[src/design/tova_pkg.sv]
// ---------------------------------------------------------------------------
// tova_pkg
// Shared types and constants of the timestamp-ordered vote arbiter.
// ---------------------------------------------------------------------------
package tova_pkg;

   localparam int TABLE_DEPTH_DEF = 16;
   localparam int STAMP_W         = 32;

   typedef enum logic [1:0] {
      CMD_ACQUIRE = 2'd0,
      CMD_CHECK   = 2'd1,
      CMD_GIVEUP  = 2'd2,
      CMD_RELEASE = 2'd3
   } cmd_type;

   typedef enum logic [1:0] {
      ST_NOT_GRANTED = 2'd0,
      ST_DONE        = 2'd1,
      ST_ERROR       = 2'd2,
      ST_FULL        = 2'd3
   } status_type;

   typedef enum logic [3:0] {
      S_IDLE   = 4'b0001,
      S_SCAN   = 4'b0010,
      S_DRAIN  = 4'b0100,
      S_FINISH = 4'b1000
   } state_type;

endpackage

[src/design/tova_req_if.sv]
// ---------------------------------------------------------------------------
// tova_req_if
// Request channel: command and request stamp with valid/ready.
// ---------------------------------------------------------------------------
interface tova_req_if;
   logic                          valid;
   logic                          ready;
   logic [1:0]                    cmd;
   logic [tova_pkg::STAMP_W-1:0]  request_stamp;

   modport source (output valid, output cmd, output request_stamp, input ready);
   modport sink   (input valid, input cmd, input request_stamp, output ready);
endinterface

[src/design/tova_rsp_if.sv]
// ---------------------------------------------------------------------------
// tova_rsp_if
// Response channel: status with valid/ready.
// ---------------------------------------------------------------------------
interface tova_rsp_if;
   logic       valid;
   logic       ready;
   logic [1:0] status;

   modport source (output valid, output status, input ready);
   modport sink   (input valid, input status, output ready);
endinterface

[src/design/timestamp_ordered_vote_arbiter.sv]
// ---------------------------------------------------------------------------
// timestamp_ordered_vote_arbiter
// Quorum voter: pending stamp table in RAM, one vote granted to the
// smallest pending stamp.
// ---------------------------------------------------------------------------
// One item at a time. An accepted item moves through the scan, drain and
// finish states: in the scan state the stamp RAM is swept one entry per cycle
// through its single read port to find the stamp, the smallest pending stamp
// and the lowest free slot, then the drain state takes the last read data and
// the finish state updates the table and vote and loads the result register.
// The next item is accepted in the cycle after that, while the result may still
// wait to be taken. The finish state holds while an earlier result has not been
// taken, which stretches the item by that stall. Valid bits live in flip-flops
// and are cleared by reset.
module timestamp_ordered_vote_arbiter #(
   parameter int TABLE_DEPTH = tova_pkg::TABLE_DEPTH_DEF,
   localparam int AW         = $clog2(TABLE_DEPTH)
) (
   input  logic       clock,
   input  logic       reset,
   tova_req_if.sink   req_chan,
   tova_rsp_if.source rsp_chan
);

   localparam logic [AW-1:0] LAST_ADDR = AW'(TABLE_DEPTH - 1);

   tova_pkg::state_type            state_ff, state_in;
   tova_pkg::cmd_type              cmd_ff, cmd_in;
   logic [tova_pkg::STAMP_W-1:0]   stamp_ff, stamp_in;
   logic [AW-1:0]                  scan_addr_ff, scan_addr_in;
   logic                           rd_vld_ff, rd_vld_in;
   logic [AW-1:0]                  rd_idx_ff, rd_idx_in;
   logic                           found_ff, found_in;
   logic [AW-1:0]                  found_idx_ff, found_idx_in;
   logic                           any_ff, any_in;
   logic [tova_pkg::STAMP_W-1:0]   least_ff, least_in;
   logic                           free_found_ff, free_found_in;
   logic [AW-1:0]                  free_idx_ff, free_idx_in;
   logic [TABLE_DEPTH-1:0]         valid_ff, valid_in;
   logic                           vote_given_ff, vote_given_in;
   logic [tova_pkg::STAMP_W-1:0]   vote_holder_ff, vote_holder_in;
   logic                           rsp_valid_ff, rsp_valid_in;
   tova_pkg::status_type           status_ff, status_in;

   logic                           req_take;
   logic                           fin_go;
   logic                           entry_valid;
   logic [tova_pkg::STAMP_W-1:0]   rd_data;
   logic                           ram_we;
   logic [tova_pkg::STAMP_W-1:0]   least_new;
   logic                           held;

   tova_ram #(
      .WIDTH (tova_pkg::STAMP_W),
      .DEPTH (TABLE_DEPTH)
   ) u_stamp_ram (
      .clock   (clock),
      .wr_en   (ram_we),
      .wr_addr (free_idx_ff),
      .wr_data (stamp_ff),
      .rd_addr (scan_addr_ff),
      .rd_data (rd_data)
   );

   assign req_chan.ready = (state_ff == tova_pkg::S_IDLE);
   assign req_take       = req_chan.valid && req_chan.ready;
   assign fin_go         = (state_ff == tova_pkg::S_FINISH) && (!rsp_valid_ff || rsp_chan.ready);
   assign entry_valid    = valid_ff[rd_idx_ff];
   assign least_new      = (any_ff && (least_ff < stamp_ff)) ? least_ff : stamp_ff;
   assign held           = vote_given_ff && (vote_holder_ff == stamp_ff);

   assign rsp_chan.valid  = rsp_valid_ff;
   assign rsp_chan.status = status_ff;

   always_comb begin
      state_in       = state_ff;
      cmd_in         = cmd_ff;
      stamp_in       = stamp_ff;
      scan_addr_in   = scan_addr_ff;
      rd_vld_in      = 1'b0;
      rd_idx_in      = scan_addr_ff;
      found_in       = found_ff;
      found_idx_in   = found_idx_ff;
      any_in         = any_ff;
      least_in       = least_ff;
      free_found_in  = free_found_ff;
      free_idx_in    = free_idx_ff;
      valid_in       = valid_ff;
      vote_given_in  = vote_given_ff;
      vote_holder_in = vote_holder_ff;
      rsp_valid_in   = rsp_valid_ff && !rsp_chan.ready;
      status_in      = status_ff;
      ram_we         = 1'b0;

      // fold in one read entry
      if (rd_vld_ff) begin
         if (entry_valid) begin
            if (rd_data == stamp_ff) begin
               found_in     = 1'b1;
               found_idx_in = rd_idx_ff;
            end
            if (!any_ff || (rd_data < least_ff)) begin
               any_in   = 1'b1;
               least_in = rd_data;
            end
         end else if (!free_found_ff) begin
            free_found_in = 1'b1;
            free_idx_in   = rd_idx_ff;
         end
      end

      unique case (state_ff)
         tova_pkg::S_IDLE: begin
            if (req_take) begin
               cmd_in        = tova_pkg::cmd_type'(req_chan.cmd);
               stamp_in      = req_chan.request_stamp;
               scan_addr_in  = '0;
               found_in      = 1'b0;
               any_in        = 1'b0;
               free_found_in = 1'b0;
               state_in      = tova_pkg::S_SCAN;
            end
         end
         tova_pkg::S_SCAN: begin
            rd_vld_in = 1'b1;
            if (scan_addr_ff == LAST_ADDR) begin
               state_in = tova_pkg::S_DRAIN;
            end else begin
               scan_addr_in = scan_addr_ff + 1'b1;
            end
         end
         tova_pkg::S_DRAIN: begin
            state_in = tova_pkg::S_FINISH;
         end
         tova_pkg::S_FINISH: begin
            if (fin_go) begin
               rsp_valid_in = 1'b1;
               state_in     = tova_pkg::S_IDLE;
               case (cmd_ff) inside
                  tova_pkg::CMD_ACQUIRE: begin
                     if (!found_ff && !free_found_ff) begin
                        status_in = tova_pkg::ST_FULL;
                     end else begin
                        if (!found_ff) begin
                           ram_we                = 1'b1;
                           valid_in[free_idx_ff] = 1'b1;
                        end
                        if (!vote_given_ff && (least_new == stamp_ff)) begin
                           vote_given_in  = 1'b1;
                           vote_holder_in = stamp_ff;
                           status_in      = tova_pkg::ST_DONE;
                        end else begin
                           status_in = tova_pkg::ST_NOT_GRANTED;
                        end
                     end
                  end
                  tova_pkg::CMD_CHECK: begin
                     if (!any_ff) begin
                        status_in = tova_pkg::ST_ERROR;
                     end else if (!vote_given_ff && (least_ff == stamp_ff)) begin
                        vote_given_in  = 1'b1;
                        vote_holder_in = stamp_ff;
                        status_in      = tova_pkg::ST_DONE;
                     end else begin
                        status_in = tova_pkg::ST_NOT_GRANTED;
                     end
                  end
                  tova_pkg::CMD_GIVEUP, tova_pkg::CMD_RELEASE: begin
                     if (!any_ff) begin
                        status_in = tova_pkg::ST_ERROR;
                     end else begin
                        if (held) begin
                           vote_given_in = 1'b0;
                        end
                        if (found_ff) begin
                           valid_in[found_idx_ff] = 1'b0;
                        end
                        status_in = ((cmd_ff == tova_pkg::CMD_GIVEUP) || held) ?
                                    tova_pkg::ST_DONE : tova_pkg::ST_ERROR;
                     end
                  end
                  default: begin
                     status_in = tova_pkg::ST_ERROR;
                  end
               endcase
            end
         end
         default: begin
            state_in = tova_pkg::S_IDLE;
         end
      endcase
   end

   always_ff @(posedge clock) begin
      if (reset) begin
         state_ff      <= tova_pkg::S_IDLE;
         rd_vld_ff     <= 1'b0;
         valid_ff      <= '0;
         vote_given_ff <= 1'b0;
         rsp_valid_ff  <= 1'b0;
      end else begin
         state_ff      <= state_in;
         rd_vld_ff     <= rd_vld_in;
         valid_ff      <= valid_in;
         vote_given_ff <= vote_given_in;
         rsp_valid_ff  <= rsp_valid_in;
      end
   end

   always_ff @(posedge clock) begin
      cmd_ff         <= cmd_in;
      stamp_ff       <= stamp_in;
      scan_addr_ff   <= scan_addr_in;
      rd_idx_ff      <= rd_idx_in;
      found_ff       <= found_in;
      found_idx_ff   <= found_idx_in;
      any_ff         <= any_in;
      least_ff       <= least_in;
      free_found_ff  <= free_found_in;
      free_idx_ff    <= free_idx_in;
      vote_holder_ff <= vote_holder_in;
      status_ff      <= status_in;
   end

endmodule

[src/design/tova_ram.sv]
// ---------------------------------------------------------------------------
// tova_ram
// Generic single-write, single-read RAM with registered read data.
// ---------------------------------------------------------------------------
module tova_ram #(
   parameter int WIDTH = tova_pkg::STAMP_W,
   parameter int DEPTH = tova_pkg::TABLE_DEPTH_DEF,
   localparam int AW   = (DEPTH > 1) ? $clog2(DEPTH) : 1
) (
   input  logic             clock,
   input  logic             wr_en,
   input  logic [AW-1:0]    wr_addr,
   input  logic [WIDTH-1:0] wr_data,
   input  logic [AW-1:0]    rd_addr,
   output logic [WIDTH-1:0] rd_data
);

   logic [WIDTH-1:0] mem [DEPTH];
   logic [WIDTH-1:0] rd_data_ff;

   always_ff @(posedge clock) begin
      if (wr_en) begin
         mem[wr_addr] <= wr_data;
      end
      rd_data_ff <= mem[rd_addr];
   end

   assign rd_data = rd_data_ff;

endmodule

[src/flat_wrapper.sv]
// flat-port wrapper written by rule: the top's interface ports become plain ports
module timestamp_ordered_vote_arbiter_flat 
#(
   parameter int TABLE_DEPTH = tova_pkg::TABLE_DEPTH_DEF,
   localparam int AW         = $clog2(TABLE_DEPTH)
)
  (clock, reset, req_chan_valid, req_chan_cmd, req_chan_request_stamp, req_chan_ready, rsp_chan_valid, rsp_chan_status, rsp_chan_ready);
  tova_req_if req_chan_i ();
  tova_rsp_if rsp_chan_i ();
  input  logic clock;
  input  logic reset;
  input wire logic [$bits(req_chan_i.valid)-1:0] req_chan_valid;
  input wire logic [$bits(req_chan_i.cmd)-1:0] req_chan_cmd;
  input wire logic [$bits(req_chan_i.request_stamp)-1:0] req_chan_request_stamp;
  output wire logic [$bits(req_chan_i.ready)-1:0] req_chan_ready;
  output wire logic [$bits(rsp_chan_i.valid)-1:0] rsp_chan_valid;
  output wire logic [$bits(rsp_chan_i.status)-1:0] rsp_chan_status;
  input wire logic [$bits(rsp_chan_i.ready)-1:0] rsp_chan_ready;
  assign req_chan_i.valid = req_chan_valid;
  assign req_chan_i.cmd = req_chan_cmd;
  assign req_chan_i.request_stamp = req_chan_request_stamp;
  assign req_chan_ready = req_chan_i.ready;
  assign rsp_chan_valid = rsp_chan_i.valid;
  assign rsp_chan_status = rsp_chan_i.status;
  assign rsp_chan_i.ready = rsp_chan_ready;
  timestamp_ordered_vote_arbiter #(.TABLE_DEPTH(TABLE_DEPTH)) u_core (.clock(clock), .reset(reset), .req_chan(req_chan_i), .rsp_chan(rsp_chan_i));
endmodule
[config.mk]
export PLATFORM = sky130hd
export DESIGN_NAME = timestamp_ordered_vote_arbiter_flat
export DESIGN_NICKNAME = d
export VERILOG_FILES = /design/src/design/tova_pkg.sv /design/src/design/tova_req_if.sv /design/src/design/tova_rsp_if.sv /design/src/design/timestamp_ordered_vote_arbiter.sv /design/src/design/tova_ram.sv /design/src/flat_wrapper.sv
export SDC_FILE = /design/constraint.sdc
export NUM_CORES = 1
export LEC_CHECK = 0
export ABC_AREA = 1
export ABC_CLOCK_PERIOD_IN_PS = 3640
export BUFFER_PORTS_ARGS = -buffer_cell sky130_fd_sc_hd__buf_2
export CORE_MARGIN = 2
export CORE_UTILIZATION = 45
export DETAILED_ROUTE_END_ITERATION = 6
export HOLD_SLACK_MARGIN = 0.15
export PLACE_DENSITY = 0.65
export SLEW_MARGIN = 5
export SYNTH_ARGS = -nofsm -noshare
export SYNTH_HDL_FRONTEND = slang
export SYNTH_SLANG_ARGS = --single-unit
[constraint.sdc]
create_clock -name clock -period 3.64 [get_ports clock]
set_clock_uncertainty 0.05 [all_clocks]
set_input_delay 0.546 -clock clock [delete_from_list [all_inputs] [get_ports clock]]
set_output_delay 0.546 -clock clock [all_outputs]
set_load 0.02 [all_outputs]
# Word level (Yosys, flattened, before mapping)

Memory sizes are Yosys's and may differ from the RTL's. A register that Yosys moved wholly into a read port is not among the register bits.
Index checks and enable logic that the tools add are counted.

Add/subtract/negate cells: 1
Equality and inequality tests: 21
Order comparisons: 7
Reductions and logical operators: 39
Multiplexer cells: 69
Bitwise gates (word level): 5

Operator list:

| kind                                                               | number |
|---|---|
| 2-to-1 mux 32 bit                                                  | 7 |
| equality test 32 bit                                               | 4 |
| 2-to-1 mux 16 bit                                                  | 7 |
| < comparator 32 bit                                                | 2 |
| 2-to-1 mux 1 bit                                                   | 38 |
| 2-to-1 mux 4 bit                                                   | 5 |
| AND 16 bit                                                         | 1 |
| inverter 16 bit                                                    | 1 |
| OR 16 bit                                                          | 1 |
| one-hot mux 4 bit (4 select lines)                                 | 1 |
| AND reduction 8 bit                                                | 2 |
| < comparator 4 x 5 -> 1 bit (second input constant)                | 3 |
| AND reduction 3 bit                                                | 5 |
| 2-to-1 mux 2 bit                                                   | 7 |
| nonzero test 2 bit                                                 | 6 |
| logical AND 1 bit                                                  | 10 |
| inequality test 2 bit (second input constant)                      | 5 |
| demux 1 bit (select 4 bit)                                         | 2 |
| equality test 4 bit (second input constant)                        | 2 |
| greater-or-equal comparator 4 x 1 -> 1 bit (second input constant) | 2 |
| one-hot mux 4 bit (2 select lines)                                 | 1 |
| AND reduction 7 bit                                                | 1 |
| zero test 1 bit                                                    | 6 |
| inequality test 2 x 1 -> 1 bit (second input constant)             | 3 |
| 14 further kinds                                                   | 20 |

Memories: 1
Bits in registers: 142
Bits of input ports: 38
Output and inout bits: 4
Logic and storage cells: 160
Memory bits (writable): 512

Memories:

| name                   | words | bits a word | rd ports | clocked after Yosys merged registers in | write ports | line           | RTL |
|---|---|---|---|---|---|---|---|
| u_core.u_stamp_ram.mem | 16    | 32          | 1        | 1                                       | 1           | tova_ram.sv:18 | `logic [WIDTH-1:0] mem [DEPTH];` |

# Longest topological paths before layout

Word-level depth: 11
Gate-level depth with buffers: 17
Mapped depth without buffers: 17

# Modules after synthesis

Synthesis repeated with hierarchy kept, for this count alone.

Cells, all modules: 2967
Area, all modules: 30696.9 um^2

Modules (own cells, without submodules):

| module                         | sequential area each (um^2) | cells an instance | area each (um^2) | times used |
|---|---|---|---|---|
| tova_ram                       | 16015.4                     | 2120              | 22730.6          | 1 |
| timestamp_ordered_vote_arbiter | 3963.8                      | 847               | 7966.4           | 1 |

# Worst setup path before layout

OpenSTA, ideal clock, no wires.

Path kind: reg-to-reg
Start: reg u_core.cmd_ff[1]
End: mem u_core.u_stamp_ram.mem[4][0] in the netlist's numbering, enable pin
Path slack: -0.326 ns
Data required time: 3.129 ns
Library setup time: 0.461 ns
Data arrival time: 3.454 ns
Stages on the path, launching flop included: 7
Period minus slack after synthesis: 3.966 ns
Path buffers: 1
Cells stage by stage: edfxtp_1 nor2_4 nand2_1 nor3_1 inv_1 clkbuf_1 nor3_1

Word-level cells in the longest chain between the ends: 6

Ends and longest elaborated chain:

| item                                   | line                                  | RTL |
|---|---|---|
| start: declaration                     | timestamp_ordered_vote_arbiter.sv:28  | `tova_pkg::cmd_type cmd_ff, cmd_in;` |
| start signal: assignment               | timestamp_ordered_vote_arbiter.sv:211 | `cmd_ff <= cmd_in;` |
| zero test 2 bit (no source line)       | n/a                                   |  |
| 2-to-1 mux 1 bit                       | timestamp_ordered_vote_arbiter.sv:139 | `case (cmd_ff) inside` |
| 2-to-1 mux 1 bit                       | timestamp_ordered_vote_arbiter.sv:136 | `if (fin_go) begin` |
| 2-to-1 mux 1 bit                       | timestamp_ordered_vote_arbiter.sv:112 | `unique case (state_ff)` |
| 2-to-1 mux 1 bit                       | tova_ram.sv:22                        | `if (wr_en) begin` |
| 2-to-1 mux 1 bit (implied by the code) | tova_ram.sv:23                        | `mem[wr_addr] <= wr_data;` |
| end: declaration                       | tova_ram.sv:18                        |  |

No other way between the ends.

# Worst setup path in the final report

Start: reg u_core.cmd_ff[1]
End: mem u_core.u_stamp_ram.mem[2][17] in the netlist's numbering, enable pin

The elaborated chain is that of the path after synthesis.

==> impl_results.rst <==
.. list-table::
   :header-rows: 1

   * - Metric
     - Value
   * - Worst setup startpoint
     - u_core.cmd_ff[1]
   * - Layout Area Growth over Synthesis
     - 15.3%
   * - Cell with the largest stage delay on the worst path
     - sky130_fd_sc_hd__buf_4
   * - Number of distinct library cells after synthesis
     - 48
   * - Leakage
     - 0.0116 uW
   * - Run status
     - complete, no violations
   * - Number of cells traversed by the worst register-to-register path
     - 6
   * - Critical register-to-register path startpoint
     - u_core.cmd_ff[1]
   * - Highest-utilization routing layer at the global route stage
     - met2
   * - Pin count of the biggest net entering global routing
     - 143
   * - Crit. End Element
     - flop
   * - Final Setup Violations
     - 0
   * - Number of DRC violations after detailed routing
     - 0
   * - Total Routing Usage GR
     - 22.6%
   * - Slew Limit Fails
     - 0
   * - Number of synthesized flops with an enable pin
     - 624
   * - Total detailed-routing wirelength
     - 74.9 mm
   * - Antenna violations before repair
     - 1
   * - Die area
     - 65,600 um2
   * - Relative contribution of sequential cells to total power
     - 49.9%
   * - Min-Delay Path Class
     - input pin to flop
   * - CTS buffer count
     - 70
   * - FMAX
     - 344 MHz
   * - Summed instance area of the synthesized netlist
     - 28,600 um2
   * - Commonest non-fill, non-tap cells in the layout
     - sky130_fd_sc_hd__edfxtp_1, sky130_fd_sc_hd__nor2_1, sky130_fd_sc_hd__nand2_1
   * - Worst IR drop on VDD
     - 0.310 mV
   * - Layout filler cell count
     - 5,282
   * - Share of synthesized flip-flops with an asynchronous set or reset
     - 0%
   * - Total number of nets in the final design
     - 2,515
   * - H-tree levels
     - 3
   * - CTS Sinks
     - 686
   * - Worst setup path category
     - flop to flop
   * - Logic pwr share
     - 10.6%
   * - Slew of the pin with the lowest slew margin
     - 1.17 ns
   * - Post-synth net total
     - 2,385
   * - Worst r2r dst
     - u_core.u_stamp_ram.mem[2][17]
   * - Vias in the first global route
     - 18,267
   * - Layout cell share with drive strength beyond 1
     - 10.5%
   * - Number of cells on the critical path
     - 6
   * - Required time at the worst-slack endpoint
     - 3.83 ns
   * - Total via count in the routed design
     - 18,846
   * - Die extent in y
     - 256 um
   * - Most common cell after layout, fill and taps aside
     - sky130_fd_sc_hd__edfxtp_1
   * - Headroom to the max-slew limit
     - 22.0%
   * - Most used flip-flop cell after synthesis
     - sky130_fd_sc_hd__edfxtp_1
   * - Minimum setup slack after placement
     - 0.758 ns
   * - Data arrival time of the worst path
     - 3.09 ns
   * - First-pass GRT wire length
     - 112 mm
   * - Horizontal extent of the die
     - 256 um
   * - Resized cells post-CTS
     - 0
   * - Cells after Synth
     - 2,283
   * - Register bit total from synthesis
     - 686
   * - Element type at the critical path start
     - flop
   * - Routability Congestion
     - 0.911
   * - Global-route track usage on met1
     - 31.7%
   * - HPWL after detailed placement
     - 45.3 mm
   * - TNS Setup
     - 0 ns
   * - Switching share of power
     - 24.5%
   * - Final worst path period need
     - 2.91 ns
   * - Power per unit of standard cell area
     - 550 nW/um2
   * - Hold path depth
     - 4
   * - Worst stage delay on the critical path
     - 0.57 ns
   * - Clock transition time at the flip-flop clock pins of the worst setup and hold paths
     - 0.06 ns
   * - Overflow after GRT
     - 0
   * - DRC violation total after the first TritonRoute iteration
     - 1,813
   * - Routed WL per cell
     - 22.6 um
   * - Via density per instance
     - 5.68
   * - Sequential element share of the synthesized area
     - 69.9%
   * - Skew-Pair Late Insertion Delay
     - 0.62 ns
   * - Initial Utilization
     - 45.4%
   * - Yosys Warn Count
     - 0
   * - Post-synthesis area per instance
     - 12.5 um2
   * - Internal power component
     - 13,700 uW
   * - Top-Level Pins
     - 42
   * - Grt met2 use
     - 36.4%
   * - Worst setup slack for register-to-register paths
     - 0.73 ns
   * - Global routing met3 resource utilization
     - 3.11%
   * - Number of search-and-repair iterations in the first detailed-routing pass
     - 5
   * - Total of buffers placed on input and output ports
     - 41
   * - Count of buffering cells on the critical path with inverters included
     - 2
   * - CTS Buffer Depth
     - 3
   * - Maxcap violations
     - 0
   * - Ordered cell list for the critical path
     - nor2_4 > nand2_1 > nor3_1 > inv_1 > nor3_2 > buf_4
   * - Reported net switching power
     - 4450 uW
   * - Maximum net fanout on the critical path
     - 32
   * - Area of the core region
     - 63,000 um2
   * - Antenna Nets Post-Route
     - 0
   * - Row count
     - 92
   * - CTS tree
     - done
   * - Clock network fraction of total power
     - 39.5%
   * - Termination of the worst setup path
     - u_core.u_stamp_ram.mem[2][17]
   * - Crit path max-delay family
     - simple AND/OR/NAND/NOR gates
   * - Library cell used as clock root buffer
     - sky130_fd_sc_hd__clkbuf_16
   * - Setup slack of the critical path after layout
     - 0.735 ns
   * - Count of endpoints failing hold in the final timing report
     - 0
   * - RSZ-0062 raised after global routing
     - false
   * - Fraction of the cycle the final worst path needs
     - 79.8%
==> state kept, by name (all words and copies together) (netlist names), 2 cells and up <==
name / count
u_core.rd_idx_in: 4
u_core.state_ff: 4
u_core.found_idx_ff: 4
u_core.stamp_ff: 32
u_core.cmd_ff: 2
u_core.u_stamp_ram.mem: 512
u_core.least_ff: 32
u_core.rd_idx_ff: 4
u_core.valid_ff: 16
u_core.u_stamp_ram.rd_data: 32
u_core.rsp_chan.status: 2
u_core.vote_holder_ff: 32
u_core.free_idx_ff: 4
==> area by class of cell <==
class | count | area (um2) | share of cell area [%]
Sequential cell | 686 | 20000 | 60.6
Multi-Input combinational cell | 1339 | 7680 | 23.3
Clock buffer | 101 | 1980 | 6.01
Timing Repair Buffer | 159 | 1380 | 4.18
Tap cell | 846 | 1060 | 3.21
Inverter | 157 | 596 | 1.81
Clock inverter | 27 | 290 | 0.881
Antenna cell | 1 | 2.50 | 0.00759
==> worst min-delay path, cell delays in order <==
cell and delay (ns):
sky130_fd_sc_hd__buf_2 0.08, sky130_fd_sc_hd__inv_1 0.04, sky130_fd_sc_hd__nand2_1 0.08, sky130_fd_sc_hd__a21oi_1 0.07
==> kinds of logic (layout without fill, tap and decap cells) <==
family | Yosys count | count (layout) | share of synthesized area, %
other cells | 0 | 1 | 0
mux | 53 | 53 | 1.86
simple gates | 797 | 797 | 11.6
buf+inv | 258 | 444 | 3.67
flops | 686 | 686 | 69.9
compound gates | 389 | 389 | 9.09
xor+xnor | 36 | 36 | 1.10
fa+ha+maj | 64 | 64 | 2.80
==> power groups by stage <==
stage / Sequential [uW] / Combinational (uW) / Clock [uW]
floorplan: 9190 / 1160 / 0
global placement: 9200 / 1840 / 0
detailed placement: 9210 / 1870 / 0
CTS: 9040 / 1920 / 7280
global route: 9060 / 2120 / 7560
finish: 9040 / 1920 / 7170
==> synthesized netlist by cell type, types with 11 or more instances <==
cell	count	share of area [%]
sky130_fd_sc_hd__mux2i_1	53	1.9
sky130_fd_sc_hd__edfxtp_1	624	66
sky130_fd_sc_hd__a21oi_1	50	0.88
sky130_fd_sc_hd__nor3_1	47	0.82
sky130_fd_sc_hd__nand2_1	268	3.5
sky130_fd_sc_hd__o32ai_1	75	2.3
sky130_fd_sc_hd__nor2_1	354	4.6
sky130_fd_sc_hd__buf_2	26	0.46
sky130_fd_sc_hd__o21ai_0	155	2.7
sky130_fd_sc_hd__clkbuf_1	61	0.80
sky130_fd_sc_hd__inv_1	151	2.0
sky130_fd_sc_hd__nand4_1	25	0.55
sky130_fd_sc_hd__ha_1	64	2.8
sky130_fd_sc_hd__a221oi_1	11	0.34
sky130_fd_sc_hd__nand3_1	77	1.3
sky130_fd_sc_hd__o211ai_1	17	0.45
sky130_fd_sc_hd__dfxtp_1	62	4.3
sky130_fd_sc_hd__o221ai_1	56	1.7
sky130_fd_sc_hd__xnor2_1	21	0.64
sky130_fd_sc_hd__xor2_1	15	0.46
==> repair_timing <==
item                                    4_1_cts  5_1_grt
hold buffers                                 34        0
setup buffers                                 0        0
endpoints found under the setup margin        0        0
endpoints found under the hold margin        34        0
==> per-layer routing <==
| metal | wire length [um] | share of wire [%] |
|---|---|---|
| met1 | 33300 | 44 |
| met2 | 35300 | 47 |
| met3 | 4410 | 5.9 |
| met4 | 1850 | 2.5 |
| met5 | 0 | 0 |
==> metrics by stage <==
step | cell area (um2) | utilization [%] | power [uW] | hold WS (ns) | instances
2_1_floorplan | 28600 | - | 10300 | 0.328 | 2283
3_3_place_gp | 30300 | 48.2 | 11000 | 0.345 | 3153
3_5_place_dp | 30300 | 48.2 | 11100 | 0.357 | 3153
4_1_cts | 33000 | 52.3 | 18200 | 0.173 | 3315
5_1_grt | 33000 | 52.3 | 18700 | 0.234 | 3315
6_report | 33000 | 52.3 | 18100 | 0.205 | 3316
==> how the worst min path moves through the flow <==
| stage | start | end | slack, ns |
|---|---|---|---|
| 6_report | rsp_chan_ready | u_core.rsp_chan.valid | 0.21 |
| 5_1_grt | rsp_chan_ready | u_core.state_ff[3] | 0.23 |
| 4_1_cts | rsp_chan_ready | u_core.rsp_chan.valid | 0.17 |
| 3_5_place_dp | u_core.rd_idx_in[3] | u_core.rd_idx_ff[3] | 0.36 |
| 3_3_place_gp | u_core.rd_idx_in[3] | u_core.rd_idx_ff[3] | 0.35 |
| 2_1_floorplan | u_core.rd_idx_in[3] | u_core.rd_idx_ff[3] | 0.33 |
(Power assumes the default switching activity.)
